File: config.mk
export PLATFORM = sky130hd
export DESIGN_NAME = sorted_priority_queue_core
export DESIGN_NICKNAME = d
export VERILOG_FILES = /design/src/rtl/spq_pkg.sv /design/src/rtl/spq_ctrl.sv /design/src/rtl/spq_datapath.sv /design/src/rtl/sorted_priority_queue_core.sv
export SDC_FILE = /design/constraint.sdc
export NUM_CORES = 2
export LEC_CHECK = 0
export ABC_AREA = 1
export CAP_MARGIN = 20
export CELL_PAD_IN_SITES_DETAIL_PLACEMENT = 1
export CELL_PAD_IN_SITES_GLOBAL_PLACEMENT = 2
export CORE_MARGIN = 3
export CORE_UTILIZATION = 33
export DETAILED_ROUTE_END_ITERATION = 12
export DONT_BUFFER_PORTS = 1
export GPL_ROUTABILITY_DRIVEN = 0
export PLACE_DENSITY_LB_ADDON = 0.1
export SLEW_MARGIN = 5
export SYNTH_ARGS = -nofsm -noshare
export SYNTH_HDL_FRONTEND = slang
export SYNTH_SLANG_ARGS = --single-unit
export TNS_END_PERCENT = 50
File: constraint.sdc
create_clock -name clk -period 8.7 [get_ports clk]
set_input_delay 0.435 -clock clk [delete_from_list [all_inputs] [get_ports clk]]
set_output_delay 0.435 -clock clk [all_outputs]
set_load 0.005 [all_outputs]
File: src/rtl/spq_pkg.sv
// Shared types and constants for the sorted priority queue.
`default_nettype none
package spq_pkg;

  localparam int KEY_W = 16;
  localparam int PAY_W = 16;

  typedef enum logic [1:0] {
    CMD_INSERT = 2'd0,
    CMD_POP    = 2'd1,
    CMD_PEEK   = 2'd2,
    CMD_CLEAR  = 2'd3
  } cmd_code_t;

  typedef enum logic [1:0] {
    ST_OK    = 2'd0,
    ST_EMPTY = 2'd1,
    ST_FULL  = 2'd2
  } status_code_t;

  typedef enum logic [2:0] {
    DP_NOP    = 3'd0,
    DP_INSERT = 3'd1,
    DP_POP    = 3'd2,
    DP_PEEK   = 3'd3,
    DP_CLEAR  = 3'd4
  } dp_op_t;

  typedef struct packed {
    cmd_code_t          cmd;
    logic [KEY_W-1:0]   item_key;
    logic [PAY_W-1:0]   item_payload;
  } in_item_t;

  typedef struct packed {
    status_code_t       status;
    logic [KEY_W-1:0]   out_key;
    logic [PAY_W-1:0]   out_payload;
  } out_item_t;

  typedef struct packed {
    logic   load;
    dp_op_t op;
    logic   desc;
  } dp_cmd_t;

  typedef struct packed {
    logic empty;
    logic full;
  } dp_stat_t;

endpackage
`default_nettype wire

File: src/rtl/spq_ctrl.sv
// Controller: handshake state machine, command decode and order register.
`default_nettype none
module spq_ctrl (
  input  wire logic                 clk,
  input  wire logic                 rst_n,
  input  wire logic                 in_valid,
  output logic                      in_ready,
  input  wire spq_pkg::cmd_code_t   in_cmd,
  input  wire logic                 cfg_valid,
  output logic                      cfg_ready,
  input  wire logic                 cfg_data,
  output logic                      out_valid,
  input  wire logic                 out_ready,
  output spq_pkg::status_code_t     out_status,
  output spq_pkg::dp_cmd_t          dp_cmd,
  input  wire spq_pkg::dp_stat_t    dp_stat
);

  typedef enum logic [1:0] {
    S_IDLE = 2'b01,
    S_HOLD = 2'b10
  } ctl_state_t;

  ctl_state_t            state_r, state_nxt;
  logic                  order_r, order_nxt;
  spq_pkg::status_code_t status_r, status_nxt;
  spq_pkg::dp_op_t       op;
  logic                  accept;

  assign cfg_ready  = 1'b1;
  assign in_ready   = (state_r == S_IDLE) || out_ready;
  assign accept     = in_valid && in_ready;
  assign out_valid  = (state_r == S_HOLD);
  assign out_status = status_r;

  always_comb begin
    op         = spq_pkg::DP_NOP;
    status_nxt = spq_pkg::ST_OK;
    case (in_cmd)
      spq_pkg::CMD_INSERT: begin
        if (dp_stat.full) begin
          status_nxt = spq_pkg::ST_FULL;
        end else begin
          op = spq_pkg::DP_INSERT;
        end
      end
      spq_pkg::CMD_POP: begin
        if (dp_stat.empty) begin
          status_nxt = spq_pkg::ST_EMPTY;
        end else begin
          op = spq_pkg::DP_POP;
        end
      end
      spq_pkg::CMD_PEEK: begin
        if (dp_stat.empty) begin
          status_nxt = spq_pkg::ST_EMPTY;
        end else begin
          op = spq_pkg::DP_PEEK;
        end
      end
      spq_pkg::CMD_CLEAR: begin
        op = spq_pkg::DP_CLEAR;
      end
      default: begin
        op = spq_pkg::DP_NOP;
      end
    endcase
    if (!accept) begin
      status_nxt = status_r;
    end
  end

  assign dp_cmd.load = accept;
  assign dp_cmd.op   = op;
  assign dp_cmd.desc = order_r;

  always_comb begin
    state_nxt = state_r;
    case (state_r)
      S_IDLE: begin
        if (accept) begin
          state_nxt = S_HOLD;
        end
      end
      S_HOLD: begin
        if (accept) begin
          state_nxt = S_HOLD;
        end else if (out_ready) begin
          state_nxt = S_IDLE;
        end
      end
      default: begin
        state_nxt = S_IDLE;
      end
    endcase
  end

  assign order_nxt = (cfg_valid && cfg_ready) ? cfg_data : order_r;

  always_ff @(posedge clk) begin
    if (!rst_n) begin
      state_r  <= S_IDLE;
      order_r  <= 1'b0;
      status_r <= spq_pkg::ST_OK;
    end else begin
      state_r  <= state_nxt;
      order_r  <= order_nxt;
      status_r <= status_nxt;
    end
  end

endmodule
`default_nettype wire

File: src/rtl/spq_datapath.sv
// Datapath: sorted slot chain with parallel compare, entry count and front output register.
`default_nettype none
module spq_datapath #(
  parameter int DEPTH = 16
) (
  input  wire logic                       clk,
  input  wire logic                       rst_n,
  input  wire spq_pkg::dp_cmd_t           dp_cmd,
  output spq_pkg::dp_stat_t               dp_stat,
  input  wire logic [spq_pkg::KEY_W-1:0]  item_key,
  input  wire logic [spq_pkg::PAY_W-1:0]  item_payload,
  output logic [spq_pkg::KEY_W-1:0]       front_key,
  output logic [spq_pkg::PAY_W-1:0]       front_payload
);

  localparam int CNT_W = $clog2(DEPTH + 1);
  localparam int LVLS  = $clog2(DEPTH);

  logic [spq_pkg::KEY_W-1:0] key_r   [DEPTH];
  logic [spq_pkg::KEY_W-1:0] key_nxt [DEPTH];
  logic [spq_pkg::PAY_W-1:0] pay_r   [DEPTH];
  logic [spq_pkg::PAY_W-1:0] pay_nxt [DEPTH];
  logic [CNT_W-1:0]          count_r, count_nxt;
  logic [spq_pkg::KEY_W-1:0] okey_r, okey_nxt;
  logic [spq_pkg::PAY_W-1:0] opay_r, opay_nxt;
  logic [DEPTH-1:0]          prec;
  logic [DEPTH-1:0]          pre [LVLS+1];
  logic [DEPTH-1:0]          hit_before;

  assign dp_stat.empty = (count_r == '0);
  assign dp_stat.full  = (count_r == CNT_W'(DEPTH));

  // The new entry precedes an occupied slot; a prefix OR finds every slot behind the first hit.
  always_comb begin
    for (int i = 0; i < DEPTH; i++) begin
      prec[i] = (CNT_W'(i) < count_r) &&
                (dp_cmd.desc ? (item_key > key_r[i]) : (item_key < key_r[i]));
    end
    pre[0] = prec;
    for (int lv = 0; lv < LVLS; lv++) begin
      for (int i = 0; i < DEPTH; i++) begin
        if (i >= (1 << lv)) begin
          pre[lv+1][i] = pre[lv][i] | pre[lv][i - (1 << lv)];
        end else begin
          pre[lv+1][i] = pre[lv][i];
        end
      end
    end
    hit_before = {pre[LVLS][DEPTH-2:0], 1'b0};
  end

  always_comb begin
    for (int i = 0; i < DEPTH; i++) begin
      key_nxt[i] = key_r[i];
      pay_nxt[i] = pay_r[i];
    end
    count_nxt = count_r;
    okey_nxt  = okey_r;
    opay_nxt  = opay_r;
    if (dp_cmd.load) begin
      case (dp_cmd.op)
        spq_pkg::DP_INSERT: begin
          for (int i = 1; i < DEPTH; i++) begin
            if (hit_before[i] && (CNT_W'(i) <= count_r)) begin
              key_nxt[i] = key_r[i-1];
              pay_nxt[i] = pay_r[i-1];
            end
          end
          for (int i = 0; i < DEPTH; i++) begin
            if (!hit_before[i] && (prec[i] || (count_r == CNT_W'(i)))) begin
              key_nxt[i] = item_key;
              pay_nxt[i] = item_payload;
            end
          end
          count_nxt = count_r + CNT_W'(1);
          okey_nxt  = '0;
          opay_nxt  = '0;
        end
        spq_pkg::DP_POP: begin
          for (int i = 0; i < DEPTH - 1; i++) begin
            key_nxt[i] = key_r[i+1];
            pay_nxt[i] = pay_r[i+1];
          end
          count_nxt = count_r - CNT_W'(1);
          okey_nxt  = key_r[0];
          opay_nxt  = pay_r[0];
        end
        spq_pkg::DP_PEEK: begin
          okey_nxt = key_r[0];
          opay_nxt = pay_r[0];
        end
        spq_pkg::DP_CLEAR: begin
          count_nxt = '0;
          okey_nxt  = '0;
          opay_nxt  = '0;
        end
        default: begin
          okey_nxt = '0;
          opay_nxt = '0;
        end
      endcase
    end
  end

  always_ff @(posedge clk) begin
    for (int i = 0; i < DEPTH; i++) begin
      key_r[i] <= key_nxt[i];
      pay_r[i] <= pay_nxt[i];
    end
    okey_r <= okey_nxt;
    opay_r <= opay_nxt;
  end

  always_ff @(posedge clk) begin
    if (!rst_n) begin
      count_r <= '0;
    end else begin
      count_r <= count_nxt;
    end
  end

  assign front_key     = okey_r;
  assign front_payload = opay_r;

endmodule
`default_nettype wire

File: src/rtl/sorted_priority_queue_core.sv
// Top level of the sorted priority queue: controller, datapath and assertions.
`default_nettype none
// Bounded priority queue of DEPTH entries kept in sorted order, front first. Every
// transaction (insert, pop, peek or clear) is executed in the cycle in which it is
// accepted, and its result is registered and presented on the next cycle, so one
// transaction per clock is sustained while out_ready stays high. The figure is set by the
// slot chain, which compares the new key against all slots in parallel and shifts in one
// step. Equal keys leave in arrival order. The order register is written through the cfg
// channel and only affects later inserts.
module sorted_priority_queue_core #(
  parameter int DEPTH = 16
) (
  input  wire logic               clk,
  input  wire logic               rst_n,
  input  wire logic               in_valid,
  output logic                    in_ready,
  input  wire spq_pkg::in_item_t  in_data,
  output logic                    out_valid,
  input  wire logic               out_ready,
  output spq_pkg::out_item_t      out_data,
  input  wire logic               cfg_valid,
  output logic                    cfg_ready,
  input  wire logic               cfg_data
);

  spq_pkg::dp_cmd_t      dp_cmd;
  spq_pkg::dp_stat_t     dp_stat;
  spq_pkg::status_code_t out_status;
  logic [spq_pkg::KEY_W-1:0] front_key;
  logic [spq_pkg::PAY_W-1:0] front_payload;

  spq_ctrl u_ctrl (
    .clk        (clk),
    .rst_n      (rst_n),
    .in_valid   (in_valid),
    .in_ready   (in_ready),
    .in_cmd     (in_data.cmd),
    .cfg_valid  (cfg_valid),
    .cfg_ready  (cfg_ready),
    .cfg_data   (cfg_data),
    .out_valid  (out_valid),
    .out_ready  (out_ready),
    .out_status (out_status),
    .dp_cmd     (dp_cmd),
    .dp_stat    (dp_stat)
  );

  spq_datapath #(
    .DEPTH (DEPTH)
  ) u_datapath (
    .clk           (clk),
    .rst_n         (rst_n),
    .dp_cmd        (dp_cmd),
    .dp_stat       (dp_stat),
    .item_key      (in_data.item_key),
    .item_payload  (in_data.item_payload),
    .front_key     (front_key),
    .front_payload (front_payload)
  );

  assign out_data.status      = out_status;
  assign out_data.out_key     = front_key;
  assign out_data.out_payload = front_payload;

`ifndef NO_ASSERTIONS
  a_not_empty_and_full: assert property (@(posedge clk) disable iff (!rst_n)
    !(dp_stat.empty && dp_stat.full))
    else $error("queue reports empty and full at once");

  a_clear_empties: assert property (@(posedge clk) disable iff (!rst_n)
    (in_valid && in_ready && in_data.cmd == spq_pkg::CMD_CLEAR) |=> dp_stat.empty)
    else $error("clear transaction did not empty the queue");

  a_insert_fills: assert property (@(posedge clk) disable iff (!rst_n)
    (in_valid && in_ready && in_data.cmd == spq_pkg::CMD_INSERT && !dp_stat.full)
    |=> (!dp_stat.empty && out_valid && out_data.status == spq_pkg::ST_OK))
    else $error("insert transaction did not store an entry");

  a_empty_status: assert property (@(posedge clk) disable iff (!rst_n)
    (in_valid && in_ready && dp_stat.empty &&
     (in_data.cmd == spq_pkg::CMD_POP || in_data.cmd == spq_pkg::CMD_PEEK))
    |=> (out_valid && out_data.status == spq_pkg::ST_EMPTY && out_data.out_key == '0))
    else $error("pop or peek on empty queue gave wrong result");
`endif

endmodule
`default_nettype wire

## Word level (Yosys, flattened, before mapping)

Memory sizes are Yosys's and may differ from the RTL's.
Index checks and enable logic that the tools add are counted.

- Order comparisons: 63
- Add/sub/neg operators: 2
- Bitwise gates (word level): 45
- Equality and inequality tests: 27
- Muxes and demuxes: 96
- Reduce and logical (&&, ||, !) cells: 86

Operators by type and width:

| operator | count |
|---|---|
| 2-to-1 mux 16 bit | 64 |
| one-hot mux 240 bit (2 select lines) | 2 |
| 2-to-1 mux 256 bit | 2 |
| > comparator 16 bit | 16 |
| < comparator 16 bit | 16 |
| logical AND 1 bit | 47 |
| OR 1 bit | 45 |
| equality test 5 x 4 -> 1 bit, second input constant | 8 |
| less-or-equal comparator 4 x 5 -> 1 bit, first input constant | 8 |
| < comparator 4 x 5 -> 1 bit, first input constant | 8 |
| equality test 5 x 3 -> 1 bit, second input constant | 4 |
| less-or-equal comparator 3 x 5 -> 1 bit, first input constant | 4 |
| < comparator 3 x 5 -> 1 bit, first input constant | 4 |
| 2-to-1 mux 1 bit | 18 |
| logical OR 1 bit | 17 |
| logical NOT 1 bit | 15 |
| one-hot mux 5 bit (3 select lines) | 1 |
| 2-to-1 mux 2 bit | 6 |
| one-hot mux 3 bit (4 select lines) | 1 |
| equality test 5 x 2 -> 1 bit, second input constant | 2 |
| less-or-equal comparator 2 x 5 -> 1 bit, first input constant | 2 |
| < comparator 1 x 5 -> 1 bit, first input constant | 2 |
| < comparator 2 x 5 -> 1 bit, first input constant | 2 |
| one-hot mux 2 bit (2 select lines) | 2 |
| 17 further kinds | 23 |

- Word-level logic and storage cells: 327
- RAM bits: 512
- Register bits after elaboration: 42
- Bits of input ports: 40
- Memories kept: 2

Memory list:

| memory | depth | bits a word | rd ports | clocked after memory_dff | wr ports | line | source |
|---|---|---|---|---|---|---|---|
| u_datapath.key_r | 16 | 16 | 16 | 0 | 16 | spq_datapath.sv:19 | `logic [spq_pkg::KEY_W-1:0] key_r [DEPTH];` |
| u_datapath.pay_r | 16 | 16 | 16 | 0 | 16 | spq_datapath.sv:21 | `logic [spq_pkg::PAY_W-1:0] pay_r [DEPTH];` |

## Longest topological paths before layout

An unclocked memory read counts as a cell.

- Depth in word-level cells: 13
- Gate-level depth with buffers: 24
- Mapped depth without buffers: 22

## Modules after synthesis

From an unflattened synthesis, not the netlist that was laid out.

- Cells, all modules: 4,549
- Area, all modules: 35,928.2 um^2

By module, submodules not included:

| module | area each (um^2) | cells an instance | times used | sequential area each (um^2) |
|---|---|---|---|---|
| spq_datapath | 35,537.8 | 4,496 | 1 | 16,435.8 |
| spq_ctrl | 390.4 | 53 | 1 | 100.1 |

## Least setup slack after synthesis

Ideal clock, no wire load.

- Path kind: input port to flip-flop
- From: input in_data[16] (netlist name)
- To: memory u_datapath.key_r[3][48] (netlist name), enable pin
- Required time: 8.268 ns
- Arrival time: 4.327 ns
- Stages: 22
- Slack: 3.942 ns
- Buffers on the path: 3
- Cells stage by stage: inv_1 > clkbuf_1 > ha_1 > inv_1 > nand2_1 > nand2_1 > nand2_1 > nand2_1 > nand2_1 > nand2_1 > nand2_1 > nand2_1 > nand2_1 > nand3_1 > nand2_4 > nor2_2 > and2_1 > buf_4 > nand2_2 > nor2_8 > buf_4 > a21oi_1

RTL lines:

| what | line | source |
|---|---|---|
| from (decl) | sorted_priority_queue_core.sv:17 | `input wire spq_pkg::in_item_t in_data,` |
| to (decl) | spq_datapath.sv:19 |  |

==> impl_metrics.ini <==
[routing]
viasPerCell = 5.16
wirelength_mm = 131
avgRoutedWirePerCell_um = 22.1
vias = 30500
ant_nets = 0
drc = 0
dr.pass1.iters = 7
dr.first_iter.drc_count = 2208

[floorplanning]
die_h_um = 337
io_pins = 77
dieArea_um2 = 114000
core_um2 = 108000
num_rows = 120
start_util_pct = 33.5
fp.dieW_um = 337

[clock_network]
htree_levels = 3
clk_pin_slew_worst_paths_ns = 0.06
cts-root-buf = clkbuf_16
clockBufferDepth = 3
worstSkewPairLatency_ns = 0.64
tritoncts = built
cts_made_buffers = 74
clkSinkCount = 554
cts_setup_buffers = 0

[power]
switching_share_pct = 37.4
ir_drop_mv = 0.150
power.share.clock_pct = 30.9
seq_power_share_pct = 38.4
leakage_nw = 17.9
power.internal_mw = 5.87
power.density_nw_per_um2 = 235
p_comb_share_pct = 30.7
power.switching_mw = 3.50

[sta]
fmax_mhz = 190
period_needed_ns = 5.26
slew_headroom_pct = 30.7
finalSetupViolations = 0
fin_hold_ws_ns = 0.0341
final-max-slew-violation-count = 0
tns_ns = 0
grt_setup_unrepaired = no
tightest_slew_ns = 1.03
skew_ns = 0.0222
hold_viol_final = 0
post-route-period-util_pct = 60.4

[cells_and_area]
multi_input_area_um2 = 16300
nets = 4756
drive_gt1_share_pct = 4.55
area_growth_pct = 10.2
stdcell_area_um2 = 39800
final-seq-area_um2 = 16500
fillers = 12900
final_cells = 5910

[place]
placed_cells = 5746
place_area_um2 = 37300
hpwl_mm = 91.3
io_buffers = 0

[critical_path]
path_cells = inv_1 -> ha_1 -> inv_1 -> nor2_1 -> nand2_1 -> o211ai_1 -> nor2_1 -> nand2_4 -> inv_8 -> buf_4 -> buf_4 -> o21ai_0
cpMaxStageDelayCell = buf_4
critPathKind = reg -> reg
worstPathMaxFanout = 149
worstPathArrival_ns = 5.59
required_ns = 9.04
worst-path-buf-inv = 5
end_kind = flop
crit_path_start_kind = flop
cp_slowest_stage_delay_ns = 0.89
crit_family = buffers and inverters

[logic_synthesis]
synthMuxAreaShare_pct = 0
ys_types = 42
seq_area_frac_synth_pct = 45.8
synth.largest_area_cell = edfxtp_1
synth_top_family_by_area = simple AND/OR/NAND/NOR gates
netlist.area_leader.share_pct = 45.2
synth-compound-area-share_pct = 10.5
avgSynthCellArea_um2 = 7.93
yosysWarningCount = 0
synth_nets = 4865
synth-edff-count = 544
synthTopCellsByArea = edfxtp_1, nand2_1, ha_1
synth_fa_ha_area_share_pct = 9.28
synthXorXnorAreaFrac_pct = 0.0485
synth_ff_type = edfxtp_1
synth_cells = 4557
ys_ff_latch = 554
yosys.area_share.simple_pct = 25.0
ys_async_sr_fraction_pct = 0
netlist_area_um2 = 36100

[job]
cap_violations = 0

[worst_hold_path]
hold_path_class = in -> reg

[global_routing]
grt_util_all_layers_pct = 23.0
grt_max_degree = 169
grt_pass1_wl_mm = 200
overflow = 0
grt_pass1_vias = 31100
antenna_found_initial = 9

[status]
outcome = complete, no violations
==> cell type report <==
cell class	instances	share of cell area, %
Sequential cell	554	41.5
Tap cell	1403	4.41
Inverter	598	5.65
Clock buffer	102	5.10
Timing Repair Buffer	87	1.90
Multi-Input combinational cell	3133	41.0
Clock inverter	32	0.427
Antenna cell	1	0.00628
==> synth_stat cells (20+ instances only) <==
master,count
buf_1,20
buf_2,54
a21oi_1,251
o22ai_1,33
nand2_1,1281
nand4_1,54
o21ai_0,353
edfxtp_1,544
nand3_1,580
ha_1,268
inv_1,586
nor3_1,40
o21ai_1,68
clkbuf_1,186
nor2_1,141
==> metrics by stage <==
step                      utilization, %  setup slack (ns)  power, mW
final                               36.9              3.44       9.37
after global routing                36.9              2.98       9.96
after CTS                           36.9              3.49       9.48
after detailed placement            34.6              3.52       6.52
after global placement              34.6              3.67       6.47
after floorplan                        -              3.94       5.56
==> cells in the final DEF (no fill, tap or decap), types with 54 or more instances in the layout <==
cell       synthesis  layout
nand2_1         1281    1277
inv_1            586     586
nand3_1          580     579
edfxtp_1         544     544
o21ai_0          353     353
ha_1             268     268
a21oi_1          251     249
nor2_1           141     135
clkbuf_16          0      77
o21ai_1           68      66
buf_4             10      57
nand4_1           54      54
==> routing by layer <==
layer  track usage [%]  wire (µm)  up-vias
li1                  -          -    15100
met2              34.6      55000      596
met1              35.0      67600    14700
met3              3.60       6260      122
met5                 0          0        -
met4              3.87       2030        0
==> sequential cells by signal, indices dropped and copies added (netlist names) <==
signal and cells:
u_datapath.count_r 5, u_datapath.pay_r 256, u_ctrl.out_status 2, u_ctrl.order_r 1, u_ctrl.state_r 2, u_datapath.front_payload 16, u_datapath.key_r 256, u_datapath.front_key 16
==> worst paths after layout <==
path | startpoint | endpoint | slack, ns | depth (start not counted)
max | u_datapath.count_r[0] | u_datapath.key_r[2][8] | 3.44 | 12
min | in_data[26] | u_datapath.key_r[3][58] | 0.03 | 2
max reg2reg | u_datapath.count_r[0] | u_datapath.key_r[2][8] | 3.44 | 12
min reg2reg | u_ctrl.state_r[1] | u_ctrl.state_r[1] | 0.49 | 2
==> power by group through the flow <==
stage	logic (mW)	clock network [mW]	registers [mW]
after floorplan	1.96	0	3.60
after global placement	2.82	0	3.65
after detailed placement	2.86	0	3.65
after CTS	2.89	2.98	3.60
after global routing	3.25	3.07	3.63
final	2.88	2.90	3.60
==> kinds of logic after synthesis <==
logic type	count (synthesis)
other cells	1
fa+ha+maj	268
simple gates	2126
buf+inv	870
xor+xnor	2
compound gates	736
flops	554
==> repair_timing <==
action | in CTS | in global routing
endpoints found under the hold margin | 35 | 0
hold buffers | 28 | 0
gates resized for setup | 0 | 0
Note: power is estimated with default switching activity, not from simulation.
